<file path="src/hdl/hysteresis_relay_zone_controller_defines.svh">
// assertion macros for the relay zone controller
// used by the top level only, no other dependencies
`ifndef HYSTERESIS_RELAY_ZONE_CONTROLLER_DEFINES_SVH
`define HYSTERESIS_RELAY_ZONE_CONTROLLER_DEFINES_SVH
`ifndef SYNTHESIS
// clocked check, off while reset is held
`define HRZC_ASSERT_RST(label, clk, rst_n, prop) \
  label: assert property (@(posedge clk) disable iff (!rst_n) prop) \
    else $error("relay zone controller check failed");
// clocked check, live during reset too
`define HRZC_ASSERT_ALL(label, clk, prop) \
  label: assert property (@(posedge clk) prop) \
    else $error("relay zone controller check failed");
`else
`define HRZC_ASSERT_RST(label, clk, rst_n, prop)
`define HRZC_ASSERT_ALL(label, clk, prop)
`endif
`endif

</file>
<file path="src/hdl/hrzc_pkg.sv">
// shared types, codes and reset values of the relay zone controller
// no dependencies
`timescale 1ns / 1ps
package hrzc_pkg;

  localparam int TEMP_W = 12;
  localparam int HUM_W  = 10;
  localparam int HYST_W = 9;
  localparam int MINH_W = 7;
  localparam int MS_W   = 20;
  localparam int ERR_W  = 16;
  localparam int STK_W  = 8;
  localparam int OPC_W  = 4;
  localparam int CFG_IDX_W  = 3;
  localparam int CFG_DATA_W = 20;

  // opcodes on the input channel
  localparam logic [OPC_W-1:0] OP_SAMPLE       = 4'd0;
  localparam logic [OPC_W-1:0] OP_SENSOR_ERROR = 4'd1;
  localparam logic [OPC_W-1:0] OP_EVALUATE     = 4'd2;
  localparam logic [OPC_W-1:0] OP_SET_MANUAL   = 4'd3;
  localparam logic [OPC_W-1:0] OP_SET_FORCEOFF = 4'd4;
  localparam logic [OPC_W-1:0] OP_FAILSAFE_ON  = 4'd5;
  localparam logic [OPC_W-1:0] OP_FAILSAFE_OFF = 4'd6;
  localparam logic [OPC_W-1:0] OP_EMERGENCY    = 4'd7;
  localparam logic [OPC_W-1:0] OP_TICK         = 4'd8;

  // configuration register indexes
  localparam logic [CFG_IDX_W-1:0] REG_TEMP_THR   = 3'd0;
  localparam logic [CFG_IDX_W-1:0] REG_HUM_THR    = 3'd1;
  localparam logic [CFG_IDX_W-1:0] REG_TEMP_HYST  = 3'd2;
  localparam logic [CFG_IDX_W-1:0] REG_HUM_HYST   = 3'd3;
  localparam logic [CFG_IDX_W-1:0] REG_MIN_T_HYST = 3'd4;
  localparam logic [CFG_IDX_W-1:0] REG_MIN_H_HYST = 3'd5;
  localparam logic [CFG_IDX_W-1:0] REG_MIN_SW_MS  = 3'd6;

  // register reset values
  localparam logic [TEMP_W-1:0] RST_TEMP_THR   = 12'd300;
  localparam logic [HUM_W-1:0]  RST_HUM_THR    = 10'd700;
  localparam logic [HYST_W-1:0] RST_TEMP_HYST  = 9'd10;
  localparam logic [HYST_W-1:0] RST_HUM_HYST   = 9'd50;
  localparam logic [MINH_W-1:0] RST_MIN_T_HYST = 7'd5;
  localparam logic [MINH_W-1:0] RST_MIN_H_HYST = 7'd20;
  localparam logic [MS_W-1:0]   RST_MIN_SW_MS  = 20'd60000;

  // decoded command kinds
  localparam logic [3:0] K_NONE     = 4'd0;
  localparam logic [3:0] K_SAMPLE   = 4'd1;
  localparam logic [3:0] K_SENS_ERR = 4'd2;
  localparam logic [3:0] K_EVAL     = 4'd3;
  localparam logic [3:0] K_SET_MAN  = 4'd4;
  localparam logic [3:0] K_SET_FO   = 4'd5;
  localparam logic [3:0] K_FS_ON    = 4'd6;
  localparam logic [3:0] K_FS_OFF   = 4'd7;
  localparam logic [3:0] K_EMERG    = 4'd8;
  localparam logic [3:0] K_TICK     = 4'd9;

  typedef struct packed {
    logic [3:0]        kind;
    logic [TEMP_W-1:0] temp;
    logic [HUM_W-1:0]  hum;
    logic              flag;
    logic              force_imm;
    logic              sense;
  } cmd_t;

  typedef struct packed {
    logic full;
    logic not_empty;
  } q_stat_t;

endpackage

</file>
<file path="src/hdl/hrzc_ifs.sv">
// channel interfaces: command input, status output, register write
// depends on hrzc_pkg
`timescale 1ns / 1ps
interface hrzc_in_if;
  logic                      valid;
  logic                      ready;
  logic [hrzc_pkg::OPC_W-1:0]  opcode;
  logic signed [hrzc_pkg::TEMP_W-1:0] temp_sample;
  logic [hrzc_pkg::HUM_W-1:0]  hum_sample;
  logic                      flag_value;
  logic                      force_immediate;
  logic                      relay_sense;
  modport source (output valid, opcode, temp_sample, hum_sample, flag_value,
                  force_immediate, relay_sense, input ready);
  modport sink (input valid, opcode, temp_sample, hum_sample, flag_value,
                force_immediate, relay_sense, output ready);
endinterface

interface hrzc_out_if;
  logic                      valid;
  logic                      ready;
  logic                      relay_on;
  logic                      relay_level;
  logic                      failsafe_active;
  logic                      manual_active;
  logic                      force_off_active;
  logic                      reading_valid;
  logic [hrzc_pkg::ERR_W-1:0]  error_count;
  logic [hrzc_pkg::STK_W-1:0]  stuck_count;
  logic                      switch_suppressed;
  logic signed [hrzc_pkg::TEMP_W-1:0] temp_now;
  logic [hrzc_pkg::HUM_W-1:0]  hum_now;
  modport source (output valid, relay_on, relay_level, failsafe_active, manual_active,
                  force_off_active, reading_valid, error_count, stuck_count,
                  switch_suppressed, temp_now, hum_now, input ready);
  modport sink (input valid, relay_on, relay_level, failsafe_active, manual_active,
                force_off_active, reading_valid, error_count, stuck_count,
                switch_suppressed, temp_now, hum_now, output ready);
endinterface

interface hrzc_cfg_if;
  logic                            valid;
  logic                            ready;
  logic [hrzc_pkg::CFG_IDX_W-1:0]  index;
  logic [hrzc_pkg::CFG_DATA_W-1:0] data;
  modport source (output valid, index, data, input ready);
  modport sink (input valid, index, data, output ready);
endinterface

</file>
<file path="src/hdl/hrzc_front.sv">
// front end: takes command transfers and decodes the opcode into a command
// depends on hrzc_pkg and hrzc_ifs
`timescale 1ns / 1ps
module hrzc_front (
  hrzc_in_if.sink           in_if,
  input  hrzc_pkg::q_stat_t q_stat,
  output logic              push,
  output hrzc_pkg::cmd_t    push_cmd
);
  import hrzc_pkg::*;

  logic [3:0] kind;

  always_comb begin
    case (in_if.opcode)
      OP_SAMPLE:       kind = K_SAMPLE;
      OP_SENSOR_ERROR: kind = K_SENS_ERR;
      OP_EVALUATE:     kind = K_EVAL;
      OP_SET_MANUAL:   kind = K_SET_MAN;
      OP_SET_FORCEOFF: kind = K_SET_FO;
      OP_FAILSAFE_ON:  kind = K_FS_ON;
      OP_FAILSAFE_OFF: kind = K_FS_OFF;
      OP_EMERGENCY:    kind = K_EMERG;
      OP_TICK:         kind = K_TICK;
      default:         kind = K_NONE;
    endcase
  end

  assign in_if.ready = !q_stat.full;
  assign push        = in_if.valid && !q_stat.full;

  assign push_cmd.kind      = kind;
  assign push_cmd.temp      = in_if.temp_sample;
  assign push_cmd.hum       = in_if.hum_sample;
  assign push_cmd.flag      = in_if.flag_value;
  assign push_cmd.force_imm = in_if.force_immediate;
  assign push_cmd.sense     = in_if.relay_sense;

endmodule

</file>
<file path="src/hdl/hrzc_queue.sv">
// two-entry command queue between front and back end
// depends on hrzc_pkg
`timescale 1ns / 1ps
module hrzc_queue (
  input  logic              clk,
  input  logic              rst_n,
  input  logic              push,
  input  hrzc_pkg::cmd_t    push_cmd,
  input  logic              pop,
  output hrzc_pkg::cmd_t    head_cmd,
  output hrzc_pkg::q_stat_t q_stat
);
  import hrzc_pkg::*;

  cmd_t       slot_r [2];
  logic       wr_ptr_r, wr_ptr_nxt;
  logic       rd_ptr_r, rd_ptr_nxt;
  logic [1:0] count_r, count_nxt;

  always_comb begin
    wr_ptr_nxt = wr_ptr_r ^ push;
    rd_ptr_nxt = rd_ptr_r ^ pop;
    count_nxt  = count_r + {1'b0, push} - {1'b0, pop};
  end

  always_ff @(posedge clk) begin
    if (!rst_n) begin
      wr_ptr_r <= 1'b0;
      rd_ptr_r <= 1'b0;
      count_r  <= 2'd0;
    end else begin
      wr_ptr_r <= wr_ptr_nxt;
      rd_ptr_r <= rd_ptr_nxt;
      count_r  <= count_nxt;
    end
  end

  always_ff @(posedge clk) begin
    if (push) begin
      slot_r[wr_ptr_r] <= push_cmd;
    end
  end

  assign head_cmd         = slot_r[rd_ptr_r];
  assign q_stat.full      = count_r[1];
  assign q_stat.not_empty = (count_r != 2'd0);

endmodule

</file>
<file path="src/hdl/hrzc_back.sv">
// back end: config registers, controller state and the status output register
// depends on hrzc_pkg and hrzc_ifs
`timescale 1ns / 1ps
module hrzc_back (
  input  logic              clk,
  input  logic              rst_n,
  hrzc_cfg_if.sink          cfg_if,
  input  hrzc_pkg::q_stat_t q_stat,
  input  hrzc_pkg::cmd_t    head_cmd,
  output logic              pop,
  hrzc_out_if.source        out_if
);
  import hrzc_pkg::*;

  // configuration
  logic [TEMP_W-1:0] temp_thr_r;
  logic [HUM_W-1:0]  hum_thr_r;
  logic [HYST_W-1:0] temp_hyst_r;
  logic [HYST_W-1:0] hum_hyst_r;
  logic [MINH_W-1:0] min_t_hyst_r;
  logic [MINH_W-1:0] min_h_hyst_r;
  logic [MS_W-1:0]   min_sw_ms_r;

  // controller state
  logic              relay_r, relay_nxt;
  logic              manual_r, manual_nxt;
  logic              forceoff_r, forceoff_nxt;
  logic              failsafe_r, failsafe_nxt;
  logic              seen_r, seen_nxt;
  logic [TEMP_W-1:0] temp_r, temp_nxt;
  logic [HUM_W-1:0]  hum_r, hum_nxt;
  logic [ERR_W-1:0]  err_r, err_nxt;
  logic [STK_W-1:0]  stuck_r, stuck_nxt;
  logic [MS_W-1:0]   ms_r, ms_nxt;
  logic              switched_r, switched_nxt;
  logic              supp_nxt;

  // output register
  logic              out_valid_r;
  logic              res_supp_r;

  // evaluate datapath
  logic [HYST_W-1:0]        ht, hh;
  logic signed [TEMP_W+1:0] temp_lo;
  logic signed [HUM_W+1:0]  hum_lo;
  logic                     hold_on, reach_on, auto_on, desired, relay_eval;

  assign cfg_if.ready = 1'b1;

  always_ff @(posedge clk) begin
    if (!rst_n) begin
      temp_thr_r   <= RST_TEMP_THR;
      hum_thr_r    <= RST_HUM_THR;
      temp_hyst_r  <= RST_TEMP_HYST;
      hum_hyst_r   <= RST_HUM_HYST;
      min_t_hyst_r <= RST_MIN_T_HYST;
      min_h_hyst_r <= RST_MIN_H_HYST;
      min_sw_ms_r  <= RST_MIN_SW_MS;
    end else if (cfg_if.valid) begin
      case (cfg_if.index)
        REG_TEMP_THR:   temp_thr_r   <= cfg_if.data[TEMP_W-1:0];
        REG_HUM_THR:    hum_thr_r    <= cfg_if.data[HUM_W-1:0];
        REG_TEMP_HYST:  temp_hyst_r  <= cfg_if.data[HYST_W-1:0];
        REG_HUM_HYST:   hum_hyst_r   <= cfg_if.data[HYST_W-1:0];
        REG_MIN_T_HYST: min_t_hyst_r <= cfg_if.data[MINH_W-1:0];
        REG_MIN_H_HYST: min_h_hyst_r <= cfg_if.data[MINH_W-1:0];
        REG_MIN_SW_MS:  min_sw_ms_r  <= cfg_if.data[MS_W-1:0];
        default: ;
      endcase
    end
  end

  // effective bands and threshold compares
  always_comb begin
    ht = (temp_hyst_r < {2'b00, min_t_hyst_r}) ? {2'b00, min_t_hyst_r} : temp_hyst_r;
    hh = (hum_hyst_r < {2'b00, min_h_hyst_r}) ? {2'b00, min_h_hyst_r} : hum_hyst_r;
    temp_lo = $signed({{2{temp_thr_r[TEMP_W-1]}}, temp_thr_r}) - $signed({5'b0, ht});
    hum_lo  = $signed({2'b00, hum_thr_r}) - $signed({3'b000, hh});
    hold_on = ($signed({{2{temp_r[TEMP_W-1]}}, temp_r}) >= temp_lo)
           || ($signed({2'b00, hum_r}) >= hum_lo);
    reach_on = ($signed(temp_r) >= $signed(temp_thr_r)) || (hum_r >= hum_thr_r);
    auto_on  = seen_r && (relay_r ? hold_on : reach_on);
    desired  = auto_on || manual_r;
  end

  assign pop = q_stat.not_empty && (!out_valid_r || out_if.ready);

  always_comb begin
    relay_nxt    = relay_r;
    manual_nxt   = manual_r;
    forceoff_nxt = forceoff_r;
    failsafe_nxt = failsafe_r;
    seen_nxt     = seen_r;
    temp_nxt     = temp_r;
    hum_nxt      = hum_r;
    err_nxt      = err_r;
    stuck_nxt    = stuck_r;
    ms_nxt       = ms_r;
    switched_nxt = switched_r;
    supp_nxt     = 1'b0;
    relay_eval   = relay_r;
    case (head_cmd.kind)
      K_SAMPLE: begin
        temp_nxt = head_cmd.temp;
        hum_nxt  = head_cmd.hum;
        seen_nxt = 1'b1;
        err_nxt  = '0;
      end
      K_SENS_ERR: begin
        if (err_r != '1) err_nxt = err_r + 1'b1;
      end
      K_EVAL: begin
        if (failsafe_r || forceoff_r) begin
          relay_nxt = 1'b0;
        end else begin
          if (desired != relay_r) begin
            if (!(manual_r || head_cmd.force_imm) && switched_r && (ms_r < min_sw_ms_r)) begin
              supp_nxt = 1'b1;
            end else begin
              relay_eval   = desired;
              ms_nxt       = '0;
              switched_nxt = 1'b1;
            end
          end
          relay_nxt = relay_eval;
          // drive is active low: a sensed level equal to the relay state is a mismatch
          if (head_cmd.sense == relay_eval) begin
            if (stuck_r != '1) stuck_nxt = stuck_r + 1'b1;
          end else begin
            stuck_nxt = '0;
          end
        end
      end
      K_SET_MAN: manual_nxt = head_cmd.flag;
      K_SET_FO:  forceoff_nxt = head_cmd.flag;
      K_FS_ON: begin
        failsafe_nxt = 1'b1;
        relay_nxt    = 1'b0;
      end
      K_FS_OFF: failsafe_nxt = 1'b0;
      K_EMERG: begin
        relay_nxt    = 1'b0;
        manual_nxt   = 1'b0;
        forceoff_nxt = 1'b0;
        failsafe_nxt = 1'b0;
      end
      K_TICK: begin
        if (ms_r != '1) ms_nxt = ms_r + 1'b1;
      end
      default: ;
    endcase
  end

  always_ff @(posedge clk) begin
    if (!rst_n) begin
      relay_r     <= 1'b0;
      manual_r    <= 1'b0;
      forceoff_r  <= 1'b0;
      failsafe_r  <= 1'b0;
      seen_r      <= 1'b0;
      temp_r      <= '0;
      hum_r       <= '0;
      err_r       <= '0;
      stuck_r     <= '0;
      ms_r        <= '0;
      switched_r  <= 1'b0;
      out_valid_r <= 1'b0;
    end else begin
      if (pop) begin
        relay_r    <= relay_nxt;
        manual_r   <= manual_nxt;
        forceoff_r <= forceoff_nxt;
        failsafe_r <= failsafe_nxt;
        seen_r     <= seen_nxt;
        temp_r     <= temp_nxt;
        hum_r      <= hum_nxt;
        err_r      <= err_nxt;
        stuck_r    <= stuck_nxt;
        ms_r       <= ms_nxt;
        switched_r <= switched_nxt;
      end
      if (pop) begin
        out_valid_r <= 1'b1;
      end else if (out_if.ready) begin
        out_valid_r <= 1'b0;
      end
    end
  end

  always_ff @(posedge clk) begin
    if (pop) begin
      res_supp_r <= supp_nxt;
    end
  end

  // status fields come straight from the state, which only moves on a pop
  assign out_if.valid             = out_valid_r;
  assign out_if.relay_on          = relay_r;
  assign out_if.relay_level       = !relay_r;
  assign out_if.failsafe_active   = failsafe_r;
  assign out_if.manual_active     = manual_r;
  assign out_if.force_off_active  = forceoff_r;
  assign out_if.reading_valid     = seen_r;
  assign out_if.error_count       = err_r;
  assign out_if.stuck_count       = stuck_r;
  assign out_if.switch_suppressed = res_supp_r;
  assign out_if.temp_now          = temp_r;
  assign out_if.hum_now           = hum_r;

endmodule

</file>
<file path="src/hdl/hysteresis_relay_zone_controller.sv">
// top level of the relay zone controller: front decode, command queue, back end
// depends on hrzc_pkg, hrzc_ifs, hrzc_front, hrzc_queue, hrzc_back and the defines header
`timescale 1ns / 1ps
`include "hysteresis_relay_zone_controller_defines.svh"
// Drives one active-low relay from stored temperature and humidity samples with
// dual-threshold hysteresis and a minimum time between automatic switches.
// Every command transfer on in_if produces exactly one status transfer on out_if.
// Throughput is one command per clock, sustained, as long as out_if takes results;
// that figure is set by the back end, which updates its whole state on a single pop.
// From input transfer to result valid, the transfer writes the command into the
// two-entry queue, and a pop then carries it through the back end into the status
// register, from which the result transfers on out_if.
// A stalled output lets up to two more commands pile up in the queue before
// in_if.ready drops. Register writes on cfg_if are always taken (ready stays
// high) and are meant to happen only while no command is in flight.
module hysteresis_relay_zone_controller (
  input  logic      clk,
  input  logic      rst_n,
  hrzc_in_if.sink   in_if,
  hrzc_cfg_if.sink  cfg_if,
  hrzc_out_if.source out_if
);
  import hrzc_pkg::*;

  // front to queue
  logic    push;
  cmd_t    push_cmd;
  // queue to back end
  cmd_t    head_cmd;
  logic    pop;
  q_stat_t q_stat;

  // opcode decode, backpressure from queue fill
  hrzc_front u_front (
    .in_if    (in_if),
    .q_stat   (q_stat),
    .push     (push),
    .push_cmd (push_cmd)
  );

  // decouples decode from execution so each side stalls on its own
  hrzc_queue u_queue (
    .clk      (clk),
    .rst_n    (rst_n),
    .push     (push),
    .push_cmd (push_cmd),
    .pop      (pop),
    .head_cmd (head_cmd),
    .q_stat   (q_stat)
  );

  // register file, hysteresis decision, counters and the status register
  hrzc_back u_back (
    .clk      (clk),
    .rst_n    (rst_n),
    .cfg_if   (cfg_if),
    .q_stat   (q_stat),
    .head_cmd (head_cmd),
    .pop      (pop),
    .out_if   (out_if)
  );

  // an accepted transfer is always waiting in the queue on the next cycle
  `HRZC_ASSERT_RST(a_push_lands, clk, rst_n, (in_if.valid && in_if.ready) |=> q_stat.not_empty)
  // failsafe never reports the relay on
  `HRZC_ASSERT_RST(a_failsafe_off, clk, rst_n,
                   (out_if.valid && out_if.failsafe_active) |-> !out_if.relay_on)
  // suppression only happens on the automatic path
  `HRZC_ASSERT_RST(a_supp_auto, clk, rst_n,
                   (out_if.valid && out_if.switch_suppressed) |->
                   (!out_if.failsafe_active && !out_if.force_off_active &&
                    !out_if.manual_active))
  // nothing is popped from an empty queue
  `HRZC_ASSERT_ALL(a_pop_nonempty, clk, pop |-> q_stat.not_empty)

endmodule

</file>
<file path="src/flat_wrapper.sv">
// flat-port wrapper written by rule: the top's interface ports become plain ports
module hysteresis_relay_zone_controller_flat import hrzc_pkg::*;
  (clk, rst_n, in_if_valid, in_if_opcode, in_if_temp_sample, in_if_hum_sample, in_if_flag_value, in_if_force_immediate, in_if_relay_sense, in_if_ready, cfg_if_valid, cfg_if_index, cfg_if_data, cfg_if_ready, out_if_valid, out_if_relay_on, out_if_relay_level, out_if_failsafe_active, out_if_manual_active, out_if_force_off_active, out_if_reading_valid, out_if_error_count, out_if_stuck_count, out_if_switch_suppressed, out_if_temp_now, out_if_hum_now, out_if_ready);
  hrzc_in_if in_if_i ();
  hrzc_cfg_if cfg_if_i ();
  hrzc_out_if out_if_i ();
  input  logic clk;
  input  logic rst_n;
  input wire logic [$bits(in_if_i.valid)-1:0] in_if_valid;
  input wire logic [$bits(in_if_i.opcode)-1:0] in_if_opcode;
  input wire logic [$bits(in_if_i.temp_sample)-1:0] in_if_temp_sample;
  input wire logic [$bits(in_if_i.hum_sample)-1:0] in_if_hum_sample;
  input wire logic [$bits(in_if_i.flag_value)-1:0] in_if_flag_value;
  input wire logic [$bits(in_if_i.force_immediate)-1:0] in_if_force_immediate;
  input wire logic [$bits(in_if_i.relay_sense)-1:0] in_if_relay_sense;
  output wire logic [$bits(in_if_i.ready)-1:0] in_if_ready;
  input wire logic [$bits(cfg_if_i.valid)-1:0] cfg_if_valid;
  input wire logic [$bits(cfg_if_i.index)-1:0] cfg_if_index;
  input wire logic [$bits(cfg_if_i.data)-1:0] cfg_if_data;
  output wire logic [$bits(cfg_if_i.ready)-1:0] cfg_if_ready;
  output wire logic [$bits(out_if_i.valid)-1:0] out_if_valid;
  output wire logic [$bits(out_if_i.relay_on)-1:0] out_if_relay_on;
  output wire logic [$bits(out_if_i.relay_level)-1:0] out_if_relay_level;
  output wire logic [$bits(out_if_i.failsafe_active)-1:0] out_if_failsafe_active;
  output wire logic [$bits(out_if_i.manual_active)-1:0] out_if_manual_active;
  output wire logic [$bits(out_if_i.force_off_active)-1:0] out_if_force_off_active;
  output wire logic [$bits(out_if_i.reading_valid)-1:0] out_if_reading_valid;
  output wire logic [$bits(out_if_i.error_count)-1:0] out_if_error_count;
  output wire logic [$bits(out_if_i.stuck_count)-1:0] out_if_stuck_count;
  output wire logic [$bits(out_if_i.switch_suppressed)-1:0] out_if_switch_suppressed;
  output wire logic [$bits(out_if_i.temp_now)-1:0] out_if_temp_now;
  output wire logic [$bits(out_if_i.hum_now)-1:0] out_if_hum_now;
  input wire logic [$bits(out_if_i.ready)-1:0] out_if_ready;
  assign in_if_i.valid = in_if_valid;
  assign in_if_i.opcode = in_if_opcode;
  assign in_if_i.temp_sample = in_if_temp_sample;
  assign in_if_i.hum_sample = in_if_hum_sample;
  assign in_if_i.flag_value = in_if_flag_value;
  assign in_if_i.force_immediate = in_if_force_immediate;
  assign in_if_i.relay_sense = in_if_relay_sense;
  assign in_if_ready = in_if_i.ready;
  assign cfg_if_i.valid = cfg_if_valid;
  assign cfg_if_i.index = cfg_if_index;
  assign cfg_if_i.data = cfg_if_data;
  assign cfg_if_ready = cfg_if_i.ready;
  assign out_if_valid = out_if_i.valid;
  assign out_if_relay_on = out_if_i.relay_on;
  assign out_if_relay_level = out_if_i.relay_level;
  assign out_if_failsafe_active = out_if_i.failsafe_active;
  assign out_if_manual_active = out_if_i.manual_active;
  assign out_if_force_off_active = out_if_i.force_off_active;
  assign out_if_reading_valid = out_if_i.reading_valid;
  assign out_if_error_count = out_if_i.error_count;
  assign out_if_stuck_count = out_if_i.stuck_count;
  assign out_if_switch_suppressed = out_if_i.switch_suppressed;
  assign out_if_temp_now = out_if_i.temp_now;
  assign out_if_hum_now = out_if_i.hum_now;
  assign out_if_i.ready = out_if_ready;
  hysteresis_relay_zone_controller u_core (.clk(clk), .rst_n(rst_n), .in_if(in_if_i), .cfg_if(cfg_if_i), .out_if(out_if_i));
endmodule
</file>
<file path="config.mk">
export PLATFORM = sky130hd
export DESIGN_NAME = hysteresis_relay_zone_controller_flat
export DESIGN_NICKNAME = d
export VERILOG_FILES = /design/src/hdl/hrzc_pkg.sv /design/src/hdl/hrzc_ifs.sv /design/src/hdl/hrzc_front.sv /design/src/hdl/hrzc_queue.sv /design/src/hdl/hrzc_back.sv /design/src/hdl/hysteresis_relay_zone_controller.sv /design/src/flat_wrapper.sv
export VERILOG_INCLUDE_DIRS = /design/src /design/src/hdl
export SDC_FILE = /design/constraint.sdc
export NUM_CORES = 1
export LEC_CHECK = 0
export ABC_AREA = 1
export BUFFER_PORTS_ARGS = -buffer_cell sky130_fd_sc_hd__clkbuf_2
export CORE_UTILIZATION = 25
export DETAILED_ROUTE_END_ITERATION = 12
export PLACE_DENSITY = 0.41
export SLEW_MARGIN = 10
export SYNTH_ARGS = -nofsm -noshare
export SYNTH_HDL_FRONTEND = slang
export SYNTH_HIERARCHICAL = 1
export SYNTH_SLANG_ARGS = --single-unit
</file>
<file path="constraint.sdc">
create_clock -name clk -period 12.4 [get_ports clk]
set_input_delay 3.1 -clock clk [delete_from_list [all_inputs] [get_ports clk]]
set_output_delay 3.1 -clock clk [all_outputs]
set_load 0.02 [all_outputs]
</file>
==> summary.txt <==
Status
  • Outcome: finished with violations
  • Failing checks: design-rule violations

Clock network
  • CTS tree: built
  • Post_cts resized: 0
  • Hold buffer count at cts: 0
  • H-Tree Depth: 1
  • Clock root cell: clkbuf_16
  • Clock Tree Buf Depth: 3
  • Worst-Skew Late Latency: 0.53 ns
  • Reg clk slew, reported paths: 0.06 ns
  • # Post-CTS Setup Buffers: 0
  • Total clock sinks: 211
  • Num CTS Buffers: 25

Power
  • Psw: 0.709 mW
  • Cell area power density: 153 nW/um^2
  • Int Pwr: 1.38 mW
  • Worst IR Drop VDD: 86.5 uV
  • Flop pwr share: 0.401
  • Combinational share of power: 0.283
  • Sw Ratio: 0.340
  • Clock Power Share: 0.316
  • Leakage: 6.13 nW

Yosys
  • Synthesized Nets: 1664
  • Post-Syn Area: 11900 sq um
  • Syn. warnings: 6
  • Cells after Synth: 1501
  • Post-synth EDFFs: 59
  • Syn Area/Cell: 7.96 sq um
  • Cell variety after synth: 50
  • Register area share after synthesis: 0.403
  • Yosys reg bits: 211
  • Synth Flop Type: dfxtp_1
  • Ys async rst share: 0

Timing
  • Max_slew headroom: 0.234
  • Crit share post-route: 0.524
  • Worst-margin pin slew: 1.15 ns
  • Fin. Hold Viols: 0
  • Setup TNS: 0 ns
  • Layout Skew: 0.00556 ns
  • Final Critical Period: 6.50 ns
  • Fmax: 154 MHz
  • RSZ-0062 raised after global routing: no
  • Setup-failing EPs final: 0
  • Fin. max-slew vios: 0

Drt
  • Drt via density: 4.30
  • WL met3: 1220 um
  • Initial drt markers: 505
  • Final WL: 31900 um
  • Met2 routed WL: 13800 um
  • Post-route ant nets: 0
  • WL met1: 16300 um
  • DRC viols: 4
  • Avg WL per Cell: 14.4 um
  • Pre-antenna DRT Iters: 9
  • DR top layer: met4
  • Via count: 9500

Final layout
  • ANT cells: 0
  • Layout area overhead: 14.2%
  • Final design utilization: 0.291
  • Nets@finish: 1745
  • Share of cells above drive strength 1: 0.147

Critical path
  • Crit path DAT: 6.91 ns
  • Worst R2R End: u_core/u_back/ms_r[14]
  • Reg2reg setup slack: 5.90 ns
  • CP Launch Type: flip-flop
  • Reg2reg path depth: 34
  • R2r startpoint: u_core/u_back/min_h_hyst_r[1]
  • CP peak stage delay: 0.84 ns
  • Critical Path RT: 12.81 ns
  • Crit-path slowest cell: nand4_2
  • CP Capture Type: flip-flop
  • CP Class: flip-flop to flip-flop
  • Max FO, Critical Path: 39
  • Most used cell, CP: nor2_1

Floorplan
  • Starting Density: 0.255
  • Site Rows: 79
  • Core Region: 46900 sq um
  • Die area: 48700 sq um
  • Num ports: 113
  • Die width: 221 um
  • DIE HEIGHT: 221 um

Placed design
  • Post-DP HPWL: 23500 um
  • Input/output buffers: 111
  • Placer Congestion: 0.797

Hold path
  • Hold_sp: u_core/u_back/switched_r
  • Hold-critical path depth: 2
  • Worst Hold Class: flip-flop to flip-flop
  • Worst Hold End: u_core/u_back/switched_r

Global route
  • First-pass GRT wire length: 50900 um
  • Largest net degree at the start of global routing: 75
  • Initial antenna violation count: 0
  • Vias in the first global route: 9199
  • GR Util All Layers: 0.133
  • Grt total ovfl: 0

Job
  • Max-Cap Viols: 0
routing by layer:
layer  up-vias  GRT usage
li1       5067          -
met1      4277      0.189
met2       124      0.211
met3        32     0.0203
met4         0     0.0324
met5         -          0
sequential cells by signal (all words and copies together) (netlist names), 9 cells and up, named ones only:
name and flops:
u_core/u_back/hum_thr_r 10, u_core/u_back/temp_thr_r 12, u_core/u_queue/slot_r 58, u_core/u_back/out_if.hum_now 10, u_core/u_back/temp_hyst_r 9, u_core/u_back/hum_hyst_r 9, u_core/u_back/out_if.error_count 16, u_core/u_back/ms_r 20
u_core/u_back/out_if.temp_now 12, u_core/u_back/min_sw_ms_r 20
synthesized netlist by cell type, drive strengths merged, types with 7 or more instances:
cell type,number,area (sq um)
nand2,265,1030
inv,217,815
nor2,199,820
dfxtp,152,3040
a21oi,128,641
ha,104,1300
o21ai,104,524
edfxtp,59,1770
nand3,53,298
buf,38,298
nor3,31,181
mux2,29,364
clkbuf,27,101
o211ai,22,165
xor2,18,158
nand4,12,87.6
xnor2,7,61.3
placed cells by master, fill, tap and decap left out, drive strengths merged, types with 4 or more instances in the layout:
cell type / synthesis / final
mux2: 29 / 29
a21oi: 128 / 128
clkbuf: 27 / 143
a211oi: 6 / 6
ha: 104 / 104
nand2: 265 / 265
nor2: 199 / 199
nand4: 12 / 12
o211ai: 22 / 22
xnor2: 7 / 7
nor3: 31 / 31
o21a: 4 / 4
clkinv: 2 / 13
inv: 217 / 218
nand3: 53 / 53
buf: 38 / 9
o21ai: 104 / 104
dfxtp: 152 / 152
edfxtp: 59 / 59
xor2: 18 / 18
or2: 4 / 4
final cells by class:
cell class,instances,area [sq um]
inverter,219,822
multi-input combinational,1006,5910
timing repair buffer,119,618
sequential,211,4810
tap,607,759
clock inverter,12,58.8
clock buffer,33,656
fill,5056,33200
critical path, delay by kind of cell (launching register included):
kind,cells,cell delay (ns)
adders and majority gates,3,0.80
AOI/OAI and AO/OA,11,2.36
buffers and inverters,2,0.33
and+or+nand+nor,17,2.37
DFF,1,0.31
xor gates and xnor gates,1,0.18
how the worst max path moves through the flow:
stage                                  startpoint                     end  slack (ns)  cells past startpoint
floorplan           u_core/u_back/min_t_hyst_r[1]   u_core/u_back/ms_r[5]        7.49                     41
global placement    u_core/u_back/min_h_hyst_r[1]   u_core/u_back/ms_r[0]        5.83                     34
detailed placement  u_core/u_back/min_h_hyst_r[1]  u_core/u_back/ms_r[18]        5.84                     35
CTS                 u_core/u_back/min_h_hyst_r[1]  u_core/u_back/ms_r[18]        5.76                     34
global route        u_core/u_back/min_h_hyst_r[6]  u_core/u_back/ms_r[18]        4.96                     30
finish              u_core/u_back/min_h_hyst_r[1]  u_core/u_back/ms_r[14]        5.90                     34
kinds of logic (layout without fill, tap and decap cells):
kind of cell	after synthesis	after routing	synth area share
mux	29	29	0.0305
flops	211	211	0.403
xor+xnor	25	25	0.0183
simple gates	570	570	0.208
fa+ha+maj	106	106	0.112
compound gates	275	275	0.125
buf+inv	284	383	0.102
other cells	1	1	0.000314
power by group through the flow:
stage          Clock [mW]  Sequential (mW)  Combinational [mW]
2_1_floorplan           0            0.859               0.442
3_3_place_gp            0            0.852               0.593
3_5_place_dp            0            0.854               0.598
4_1_cts             0.696            0.839               0.602
5_1_grt             0.719            0.849               0.679
6_report            0.661            0.838               0.590
per-stage QoR:
step | std cells | worst slack, ns | area, sq um | total power [mW] | hold slack (ns)
2_1_floorplan | 1501 | 7.49 | 11900 | 1.30 | 0.435
3_3_place_gp | 2162 | 5.83 | 12900 | 1.45 | 0.447
3_5_place_dp | 2162 | 5.84 | 12900 | 1.45 | 0.458
4_1_cts | 2207 | 5.76 | 13600 | 2.14 | 0.466
5_1_grt | 2207 | 4.96 | 13600 | 2.25 | 0.491
6_report | 2207 | 5.90 | 13600 | 2.09 | 0.465
No activity file was read; power rests on OpenSTA's default activity.
